[src/hw/rtl/porl_pkg.sv]
// Shared types and constants for the per-origin call rate limiter.
// No dependencies; imported by every module of the block.
package porl_pkg;

  localparam int TIME_BITS   = 32;
  localparam int MIN_BITS    = 27;
  localparam int BAN_BITS    = 33;
  localparam int LIM_BITS    = 16;
  localparam int LEN_BITS    = 32;
  localparam int ORIGIN_BITS = 8;
  localparam int METHOD_BITS = 4;
  localparam int KIND_BITS   = 2;

  // Divide a 32-bit time by 60: multiply by reciprocal, keep bits above the shift
  localparam logic [31:0] DIV60_MUL   = 32'h8888_8889;
  localparam int          DIV60_SHIFT = 37;

  typedef enum logic [2:0] {
    V_OK         = 3'd0,
    V_BAD_ORIGIN = 3'd1,
    V_BANNED     = 3'd2,
    V_BAN_MIN    = 3'd3,
    V_BAN_SEC    = 3'd4
  } verdict_e;

  // Class of a call as seen by the front end
  typedef enum logic [KIND_BITS-1:0] {
    K_PASS  = 2'd0,
    K_BAD   = 2'd1,
    K_TRACK = 2'd2
  } kind_e;

  typedef enum logic [2:0] {
    REG_ENABLE       = 3'd0,
    REG_ORG_MAX_SEC  = 3'd1,
    REG_ORG_MAX_MIN  = 3'd2,
    REG_ORG_BAN_SEC  = 3'd3,
    REG_ORG_BAN_MIN  = 3'd4,
    REG_GLB_MAX_SEC  = 3'd5,
    REG_GLB_MAX_MIN  = 3'd6,
    REG_GLB_BAN      = 3'd7
  } reg_idx_e;

  typedef struct packed {
    logic                enabled;
    logic [LIM_BITS-1:0] org_max_s;
    logic [LIM_BITS-1:0] org_max_m;
    logic [LEN_BITS-1:0] org_ban_s;
    logic [LEN_BITS-1:0] org_ban_m;
    logic [LIM_BITS-1:0] glb_max_s;
    logic [LIM_BITS-1:0] glb_max_m;
    logic [LEN_BITS-1:0] glb_ban;
  } cfg_t;

endpackage

[src/hw/rtl/porl_queue.sv]
// Two-entry queue between front end and back end.
// Depends on porl_pkg for style only; generic payload width.
module porl_queue import porl_pkg::*; #(
  parameter int W = 8
) (
  input  logic         clk_i,
  input  logic         rst_ni,
  input  logic         push_i,
  input  logic [W-1:0] din_i,
  output logic         full_o,
  input  logic         pop_i,
  output logic [W-1:0] dout_o,
  output logic         empty_o
);

  logic [W-1:0] mem_q [2];
  logic         wp_q, wp_d, rp_q, rp_d;
  logic [1:0]   cnt_q, cnt_d;

  assign full_o  = cnt_q == 2'd2;
  assign empty_o = cnt_q == 2'd0;
  assign dout_o  = mem_q[rp_q];

  // Advance pointers and count
  always_comb begin
    wp_d  = push_i ? ~wp_q : wp_q;
    rp_d  = pop_i ? ~rp_q : rp_q;
    cnt_d = cnt_q + 2'(push_i) - 2'(pop_i);
  end

  always_ff @(posedge clk_i or negedge rst_ni) begin
    if (!rst_ni) begin
      wp_q  <= 1'b0;
      rp_q  <= 1'b0;
      cnt_q <= 2'd0;
    end else begin
      wp_q  <= wp_d;
      rp_q  <= rp_d;
      cnt_q <= cnt_d;
    end
  end

  // Store payload
  always_ff @(posedge clk_i) begin
    if (push_i) begin
      mem_q[wp_q] <= din_i;
    end
  end

endmodule

[config.mk]
export PLATFORM = sky130hd
export DESIGN_NAME = porl_queue
export DESIGN_NICKNAME = d
export VERILOG_FILES = /design/src/hw/rtl/porl_pkg.sv /design/src/hw/rtl/porl_queue.sv
export SDC_FILE = /design/constraint.sdc
export NUM_CORES = 1
export LEC_CHECK = 0
export BUFFER_PORTS_ARGS = -buffer_cell sky130_fd_sc_hd__buf_2
export CAP_MARGIN = 20
export CORE_AREA = 4 4 48 50
export CTS_BUF_LIST = sky130_fd_sc_hd__clkbuf_8
export DETAILED_ROUTE_END_ITERATION = 8
export DIE_AREA = 0 0 52 54
export PLACE_DENSITY = 0.67
export SYNTH_ARGS = -nofsm -noshare
export SYNTH_HDL_FRONTEND = slang
export SYNTH_SLANG_ARGS = --single-unit
[constraint.sdc]
create_clock -name clk_i -period 2.74 [get_ports clk_i]
set_clock_uncertainty 0.1 [all_clocks]
set_input_delay 0.274 -clock clk_i [delete_from_list [all_inputs] [get_ports clk_i]]
set_output_delay 0.274 -clock clk_i [all_outputs]
set_load 0.01 [all_outputs]
==> flow_summary.toml <==
[synthesis]
synth_edf_count = 16
synth_common_cells = "edfxtp_1 (16), mux2_4 (8), dfrtp_1 (4)"
synth-main-ff-cell = "edfxtp_1"
synth_warnings = 0
synthCells = 40
synth_area_um2 = 808
yosysMostFrequentCell = "edfxtp_1"
yosysSeqAreaShare_pct = 71.8
syn_avg_cell_area_um2 = 20.2
ys_seq_elements = 20
synth_top_area_share_pct = 59.4
yosys.area.top_type = "edfxtp_1"
ys_async_sr_fraction_pct = 20.0
ys_top_cells_by_area = "edfxtp_1 (59%), mux2_4 (15%), dfrtp_1 (12%), ha_1 (3.1%), xor3_1 (2.9%)"
yosysUniqueCellTypes = 11
synth_fp_nets = 54

[detailed_routing]
vias = 403
route.met2.wl_um = 511
via_per_inst = 4.38
wirelength_um = 1110
drc = 0
met3_length_um = 90
m1WireLength_um = 494
antenna_left = 0
highest_layer = "met4"
drtIter0Drc = 1
firstDrtPassIters = 2
avgRoutedWirePerCell_um = 12.1

[sta]
post-route-period-util_pct = 64.3
hold_viol_final = 0
relSlewSlack_pct = 54.2
rsz0062_at_grt = "false"
period_needed_ns = 1.76
fmax_mhz = 568
setup_viol = 0
fin_tns_setup_ns = 0
slew_viol_final = 0
worst_pin_slew_ns = 0.686

[min_path]
hp-class = "in -> reg"

[floorplanning]
rows = 16
die_h_um = 54
die-area_um2 = 2810
dieWidth_um = 52
start_util_pct = 42.5
pin_count = 22
core_area_um2 = 1900

[clock_network]
clkTransAtPathRegs_ns = 0.07
cts-root-buf = "clkbuf_8"
cts_resized = 0
cts_made_buffers = 3
clk_path_buf_depth = 2
cts.sinks = 20
clock_latency_ns = 0.25
cts_tree = "yes"
h-tree-depth = 1

[power]
vdd_drop_max_uv = 496
powerDensity_nw_per_um2 = 988
p_sw_share_pct = 26.9
p_int_mw = 0.724
power_frac_seq_pct = 48.2
pwr-share-clk_pct = 21.8
p_leak_nw = 0.439
pwr-share-comb_pct = 30.0
switchingPower_mw = 0.266

[run]
drv_cap = 0

[critical_path]
max_stage_delay_ns = 0.66
cp-end-kind = "output pin"
crit_chain = "mux2_4 -> buf_2"
worstSetupPathType = "reg -> out"
cp_max_fo = 9
critical_path.top_delay_family = "flip-flops"
startpoint_type = "flip-flop"
crit_slowest_cell = "dfrtp_1"
crit_buf_inv = 1
critical_path_required_ns = 2.37
cp_data_arrival_time_ns = 1.39

[placed_design]
place.gp.congestion = 0.685
dp_cells = 87
portBuffers = 21
dpl_cell_area_um2 = 936

[finish]
drive_gt1_share_pct = 50.8
antennaDiodeCount = 0
syn2layout_area_growth_pct = 23.8
fill_cells = 164
finalNonFillerCells = 92
final_cell_area_um2 = 1000
final_nets = 80

[grt]
antenna_found_initial = 0
track_usage_pct = 9.03
grt_first_pass_wirelength_um = 1750
grt_overflow = 0
grt_pass1_vias = 401
grt_max_degree = 12

[status]
status = "finished clean"
per-layer routing:
| metal | GRT usage [%] | vias to the layer above |
|---|---|---|
| met5 | 0 | - |
| met4 | 6.55 | 0 |
| met3 | 2.77 | 2 |
| met2 | 13.2 | 15 |
| met1 | 11.3 | 192 |
| li1 | - | 194 |
cell usage in the layout, fill, tap and decap left out, drive strengths merged, types with 2 or more instances in the layout:
| cell type | synthesis | layout |
|---|---|---|
| xor2 | 2 | 2 |
| dfrtp | 4 | 4 |
| inv | 2 | 2 |
| buf | 1 | 21 |
| edfxtp | 16 | 16 |
| ha | 2 | 2 |
| mux2 | 8 | 8 |
| nor2b | 2 | 2 |
| clkbuf | 0 | 4 |
sequential cells by signal, summed over array words and instances, names as in the netlist:
signal / flops
mem_q: 16
wp_q: 1
cnt_q: 2
rp_q: 1
path summary, 6_finish.rpt:
path,endpoint,slack [ns],from,cells past startpoint
setup reg to reg,mem_q[0][4],1.31,wp_q,1
min in group asynchronous,cnt_q[0],0.25,rst_ni,2
setup / recovery,dout_o[7],0.98,rp_q,2
max in group asynchronous,cnt_q[1],2.16,rst_ni,2
hold / removal,mem_q[1][3],0.11,din_i[3],1
hold reg to reg,wp_q,0.39,wp_q,1
logic make-up (layout without fill, tap and decap cells):
logic type,count (synthesis),count (layout),share of synthesized area [%]
XOR/XNOR,3,3,5.11
adder cells (fa/ha/maj),2,2,3.10
buffers and inverters,3,28,2.32
flip-flops,20,20,71.8
multiplexers,8,8,14.9
AND/OR/NAND/NOR,4,4,2.79
power groups by stage:
stage	logic, mW	registers (mW)	clock network [mW]
floorplan	0.257	0.445	0
finish	0.297	0.477	0.216
CTS	0.304	0.479	0.219
detailed placement	0.302	0.486	0
global route	0.324	0.491	0.233
global placement	0.301	0.483	0
final cells by class:
type / count / area [um^2] / area share [%]
repair buffers: 22 / 115 / 11.5
well taps: 27 / 33.8 / 3.38
flip-flops and latches: 20 / 581 / 58.0
clock buffers: 4 / 55.1 / 5.50
multi-input cells: 17 / 209 / 20.9
inverters: 2 / 7.51 / 0.750
through the flow:
step / hold WS (ns) / total power, mW / worst slack [ns] / util (%)
final: 0.109 / 0.989 / 0.979 / 52.6
after global routing: 0.105 / 1.05 / 0.906 / 52.6
after CTS: 0.108 / 1.00 / 0.966 / 52.6
after detailed placement: -0.0140 / 0.788 / 1.24 / 49.2
after global placement: -0.0159 / 0.783 / 1.24 / 49.2
after floorplan: -0.122 / 0.702 / 1.48 / -
timing repair:
| item | 4_1_cts | 5_1_grt |
|---|---|---|
| setup buffers | 0 | 0 |
| hold endpoints to repair | 4 | 0 |
| hold buffers | 1 | 0 |
Note: power is estimated with default switching activity, not from simulation.
