$ cat config.mk
export PLATFORM = sky130hd
export DESIGN_NAME = porl_front
export DESIGN_NICKNAME = d
export VERILOG_FILES = /design/src/hw/rtl/porl_pkg.sv /design/src/hw/rtl/porl_front.sv
export SDC_FILE = /design/constraint.sdc
export NUM_CORES = 1
export LEC_CHECK = 0
export BUFFER_PORTS_ARGS = -buffer_cell sky130_fd_sc_hd__buf_2
export CORE_MARGIN = 2
export CORE_UTILIZATION = 50
export DETAILED_ROUTE_END_ITERATION = 8
export PLACE_DENSITY = 0.78
export SLEW_MARGIN = 25
export SYNTH_ARGS = -nofsm -noshare
export SYNTH_HDL_FRONTEND = slang
export SYNTH_SLANG_ARGS = --single-unit
$ cat constraint.sdc
create_clock -name vclk -period 19.84
set_clock_uncertainty 0.05 [all_clocks]
set_input_delay 5.952 -clock vclk [all_inputs]
set_output_delay 5.952 -clock vclk [all_outputs]
set_load 0.05 [all_outputs]
$ cat src/hw/rtl/porl_pkg.sv
// Shared types and constants for the per-origin call rate limiter.
// No dependencies; imported by every module of the block.
package porl_pkg;

  localparam int TIME_BITS   = 32;
  localparam int MIN_BITS    = 27;
  localparam int BAN_BITS    = 33;
  localparam int LIM_BITS    = 16;
  localparam int LEN_BITS    = 32;
  localparam int ORIGIN_BITS = 8;
  localparam int METHOD_BITS = 4;
  localparam int KIND_BITS   = 2;

  // Divide a 32-bit time by 60: multiply by reciprocal, keep bits above the shift
  localparam logic [31:0] DIV60_MUL   = 32'h8888_8889;
  localparam int          DIV60_SHIFT = 37;

  typedef enum logic [2:0] {
    V_OK         = 3'd0,
    V_BAD_ORIGIN = 3'd1,
    V_BANNED     = 3'd2,
    V_BAN_MIN    = 3'd3,
    V_BAN_SEC    = 3'd4
  } verdict_e;

  // Class of a call as seen by the front end
  typedef enum logic [KIND_BITS-1:0] {
    K_PASS  = 2'd0,
    K_BAD   = 2'd1,
    K_TRACK = 2'd2
  } kind_e;

  typedef enum logic [2:0] {
    REG_ENABLE       = 3'd0,
    REG_ORG_MAX_SEC  = 3'd1,
    REG_ORG_MAX_MIN  = 3'd2,
    REG_ORG_BAN_SEC  = 3'd3,
    REG_ORG_BAN_MIN  = 3'd4,
    REG_GLB_MAX_SEC  = 3'd5,
    REG_GLB_MAX_MIN  = 3'd6,
    REG_GLB_BAN      = 3'd7
  } reg_idx_e;

  typedef struct packed {
    logic                enabled;
    logic [LIM_BITS-1:0] org_max_s;
    logic [LIM_BITS-1:0] org_max_m;
    logic [LEN_BITS-1:0] org_ban_s;
    logic [LEN_BITS-1:0] org_ban_m;
    logic [LIM_BITS-1:0] glb_max_s;
    logic [LIM_BITS-1:0] glb_max_m;
    logic [LEN_BITS-1:0] glb_ban;
  } cfg_t;

endpackage

$ cat src/hw/rtl/porl_front.sv
// Front end: classifies a call, folds its indices and derives its minute.
// Depends on porl_pkg.
module porl_front import porl_pkg::*; #(
  parameter int ORIGIN_SLOTS = 256,
  parameter int METHOD_SLOTS = 16,
  localparam int OB = $clog2(ORIGIN_SLOTS),
  localparam int MB = (METHOD_SLOTS > 1) ? $clog2(METHOD_SLOTS) : 1
) (
  input  logic                 enabled_i,
  input  logic [ORIGIN_BITS-1:0] origin_id_i,
  input  logic [METHOD_BITS-1:0] method_id_i,
  input  logic [TIME_BITS-1:0] call_time_i,
  output kind_e                kind_o,
  output logic [OB-1:0]        oidx_o,
  output logic [MB-1:0]        midx_o,
  output logic [MIN_BITS-1:0]  minute_o
);

  localparam int OTAB = 1 << ORIGIN_BITS;
  localparam int MTAB = 1 << METHOD_BITS;

  logic [OB-1:0] otab [OTAB];
  logic [MB-1:0] mtab [MTAB];
  logic [63:0]   prod;

  // Fold indices by constant tables
  for (genvar i = 0; i < OTAB; i++) begin : g_otab
    assign otab[i] = OB'(i % ORIGIN_SLOTS);
  end
  for (genvar i = 0; i < MTAB; i++) begin : g_mtab
    assign mtab[i] = MB'(i % METHOD_SLOTS);
  end

  assign oidx_o = otab[origin_id_i];
  assign midx_o = mtab[method_id_i];

  // Minute by reciprocal multiply
  assign prod     = 64'(call_time_i) * 64'(DIV60_MUL);
  assign minute_o = prod[DIV60_SHIFT+MIN_BITS-1:DIV60_SHIFT];

  // Classify
  always_comb begin
    if (!enabled_i) begin
      kind_o = K_PASS;
    end else if (origin_id_i == '0) begin
      kind_o = K_BAD;
    end else begin
      kind_o = K_TRACK;
    end
  end

endmodule

==> impl_results.md <==
- Total gr overflow: 0
- Cell Chain, Critical Path: buf_2 > ha_1 > inv_1 > fa_1 > inv_1 > fa_1 > inv_1 > fa_1 > fa_1 > inv_1 > fa_1 > inv_1 > fa_1 > inv_1 > ha_1 > nand4_1 > or3_4 > or4_4 > a311oi_2 > a211oi_2 > o21ai_0 > a21boi_0 > xnor2_1 > buf_2
- First-pass GRT wire length: ~44 mm
- Layout clock buffers: 0
- Synth area leader: ha_1
- Final Critical Period: between 15000 and 20000 ps
- Hold Crit Class: in2out
- Buf+Inv Stages, Crit Path: 8
- Port bufs: 78
- Max-slew headroom: 58.82%
- Final setup violation count: 0
- Warnings, synthesis: 0
- Die area: between 0.02 and 0.025 mm^2
- Final worst slack: 1219 ps
- Mapped Avg Cell Area: around 9 um^2
- Status: finished, final reports clean
- RD Place Congestion: between 0.9 and 1
- # rows: 52
- DRT Wirelength: about 27 mm
- Via density: 5.583
- Worst Path Max Fanout: 5
- Largest net degree at the start of global routing: 13
- Die Wd: around 150 um
- Unrepaired setup endpoints after global routing: no
- Setup TNS: 0 ps
- Wire per inst: 18.25 um
- Worst setup EP type: output port
- Initial core utilization: 51.34%
- Worst Max-Slew Pin Slew: about 610 ps
- Initial antenna violation count: 0
- Die H: 148.8 um
- Core area: between 0.02 and 0.025 mm^2
- Residual DRC: 0
- Fin. max-slew vios: 0
- Layout Utilization: 54.16%
- Drt first-iter violations: around 440
- Slowest-stage cell, CP: fa_1
- Max-Cap Viols: 0
- Kind of critical path: in2out
- Post-synthesis sequential area ratio: 0%
- CP arrival: approximately 13000 ps
- Hold buffers post-CTS: 0
- Type of origin of the critical path: input pin
- Final Hold Viols: 0
- Ranking of synthesized cells by area: ha_1, fa_1, inv_1, a21oi_1, a21o_1
- Pre-CTS setup slack: 1298 ps
- Post-Syn Area: ~0.010 mm^2
- Share of cells above drive strength 1: around 7.4%
- Synthesized net count: around 1700
- WP data required: approximately 14000 ps
- Fmax: approximately 54 MHz
- Area growth syn-to-layout: 5.500%
- Tcrit/Tclk final: a little over nine tenths
- Sequential cell count: 0
- Nets: 1724
- Register area: 0 um^2
- IO Count: between 80 and 90
- TritonRoute pass-1 iters: 5
- Synth top area share: 35.79%
- Netlist cell types: 54
- Post-CTS Resized: 0
- N_diodes: 0
- Post-CTS setup buffer count: 0
- DR vias: slightly above 8000
- Worst path max stage delay: 570 ps
- Synthesized instance count: about 1200
- Top Family by Delay on Critical Path: adder cells
- Antenna-violating nets left: 0
- Vias in the first global route: slightly below 9000
- Detailed-placement wirelength estimate: roughly 25 mm
- Tot GR Track Use: 25.22%
[kinds of logic (layout without fill, tap and decap cells)]
kind of cell,Yosys count,count (layout),share of synthesized area [%]
compound gates,196,196,11.89
xor+xnor,31,31,2.589
fa+ha+maj,457,457,65.76
buf+inv,352,403,13.08
mux,1,1,0.09545
simple gates,132,132,6.586
[metal layers]
layer / wire length (um) / global-route usage, % / vias to the layer above
met5: 0 / 0 / -
met4: 862 / 6.667 / 0
met3: 1588 / 2.722 / 64
met2: 13290 / 45.37 / 275
met1: 11450 / 32.32 / 4032
li1: - / - / 3948
[cells in the mapped netlist (2+ instances only)]
| master | instances |
|---|---|
| a41oi_1 | 2 |
| o211ai_1 | 4 |
| a221oi_1 | 2 |
| nand4_1 | 24 |
| or2_2 | 3 |
| a21oi_1 | 65 |
| nor2_1 | 14 |
| nand3_1 | 8 |
| o22ai_1 | 2 |
| and2_1 | 4 |
| inv_1 | 325 |
| a31oi_1 | 9 |
| fa_1 | 157 |
| nand2_1 | 41 |
| o21ai_0 | 39 |
| and4_1 | 3 |
| xnor2_1 | 15 |
| a21boi_0 | 2 |
| buf_2 | 4 |
| o21bai_1 | 8 |
| nand2b_1 | 4 |
| a211oi_1 | 6 |
| ha_1 | 300 |
| a21o_1 | 34 |
| o21a_1 | 3 |
| clkbuf_1 | 11 |
| nor2b_1 | 3 |
| a2111oi_0 | 3 |
| nor4_1 | 6 |
| xor2_1 | 16 |
| nor3_1 | 9 |
| o2111ai_1 | 2 |
| buf_4 | 12 |
| a311oi_1 | 3 |
| or3_1 | 2 |
| and3_1 | 6 |
[area by class of cell]
cell class	count	area, um^2
timing repair buffer	78	390.4
tap	270	337.8
inverter	325	1220
multi-input combinational	817	9116
fill	1902	9365
[path summary, 6_finish.rpt]
check,from,endpoint,depth (start not counted)
worst max-delay path,call_time_i[1],minute_o[18],24
worst min-delay path,method_id_i[0],midx_o[0],0
[metrics by stage]
stage / hold WS [ps] / instances / instance area [um^2]
final: 11850 / 1490 / 11060
after floorplan: 12020 / 1169 / 10490
after detailed placement: 11850 / 1490 / 11060
after global routing: 11850 / 1490 / 11060
after CTS: 11850 / 1490 / 11060
after global placement: 11850 / 1490 / 11060
[cells in the final DEF (no fill, tap or decap), types with 6 or more instances in the layout]
master | Yosys | final
a21o_1 | 34 | 34
nand2_1 | 41 | 41
nand3_1 | 8 | 8
xor2_1 | 16 | 16
nor2_1 | 14 | 14
fa_1 | 157 | 157
ha_1 | 300 | 300
and3_1 | 6 | 6
o21bai_1 | 8 | 8
nor4_1 | 6 | 6
nor3_1 | 9 | 9
a21oi_1 | 65 | 65
a31oi_1 | 9 | 9
xnor2_1 | 15 | 15
o21ai_0 | 39 | 39
buf_2 | 4 | 78
inv_1 | 325 | 325
nand4_1 | 24 | 24
a211oi_1 | 6 | 6
Power is not shown: default switching activity piles up to over one toggle a cycle in this logic, so the estimate is an artifact.
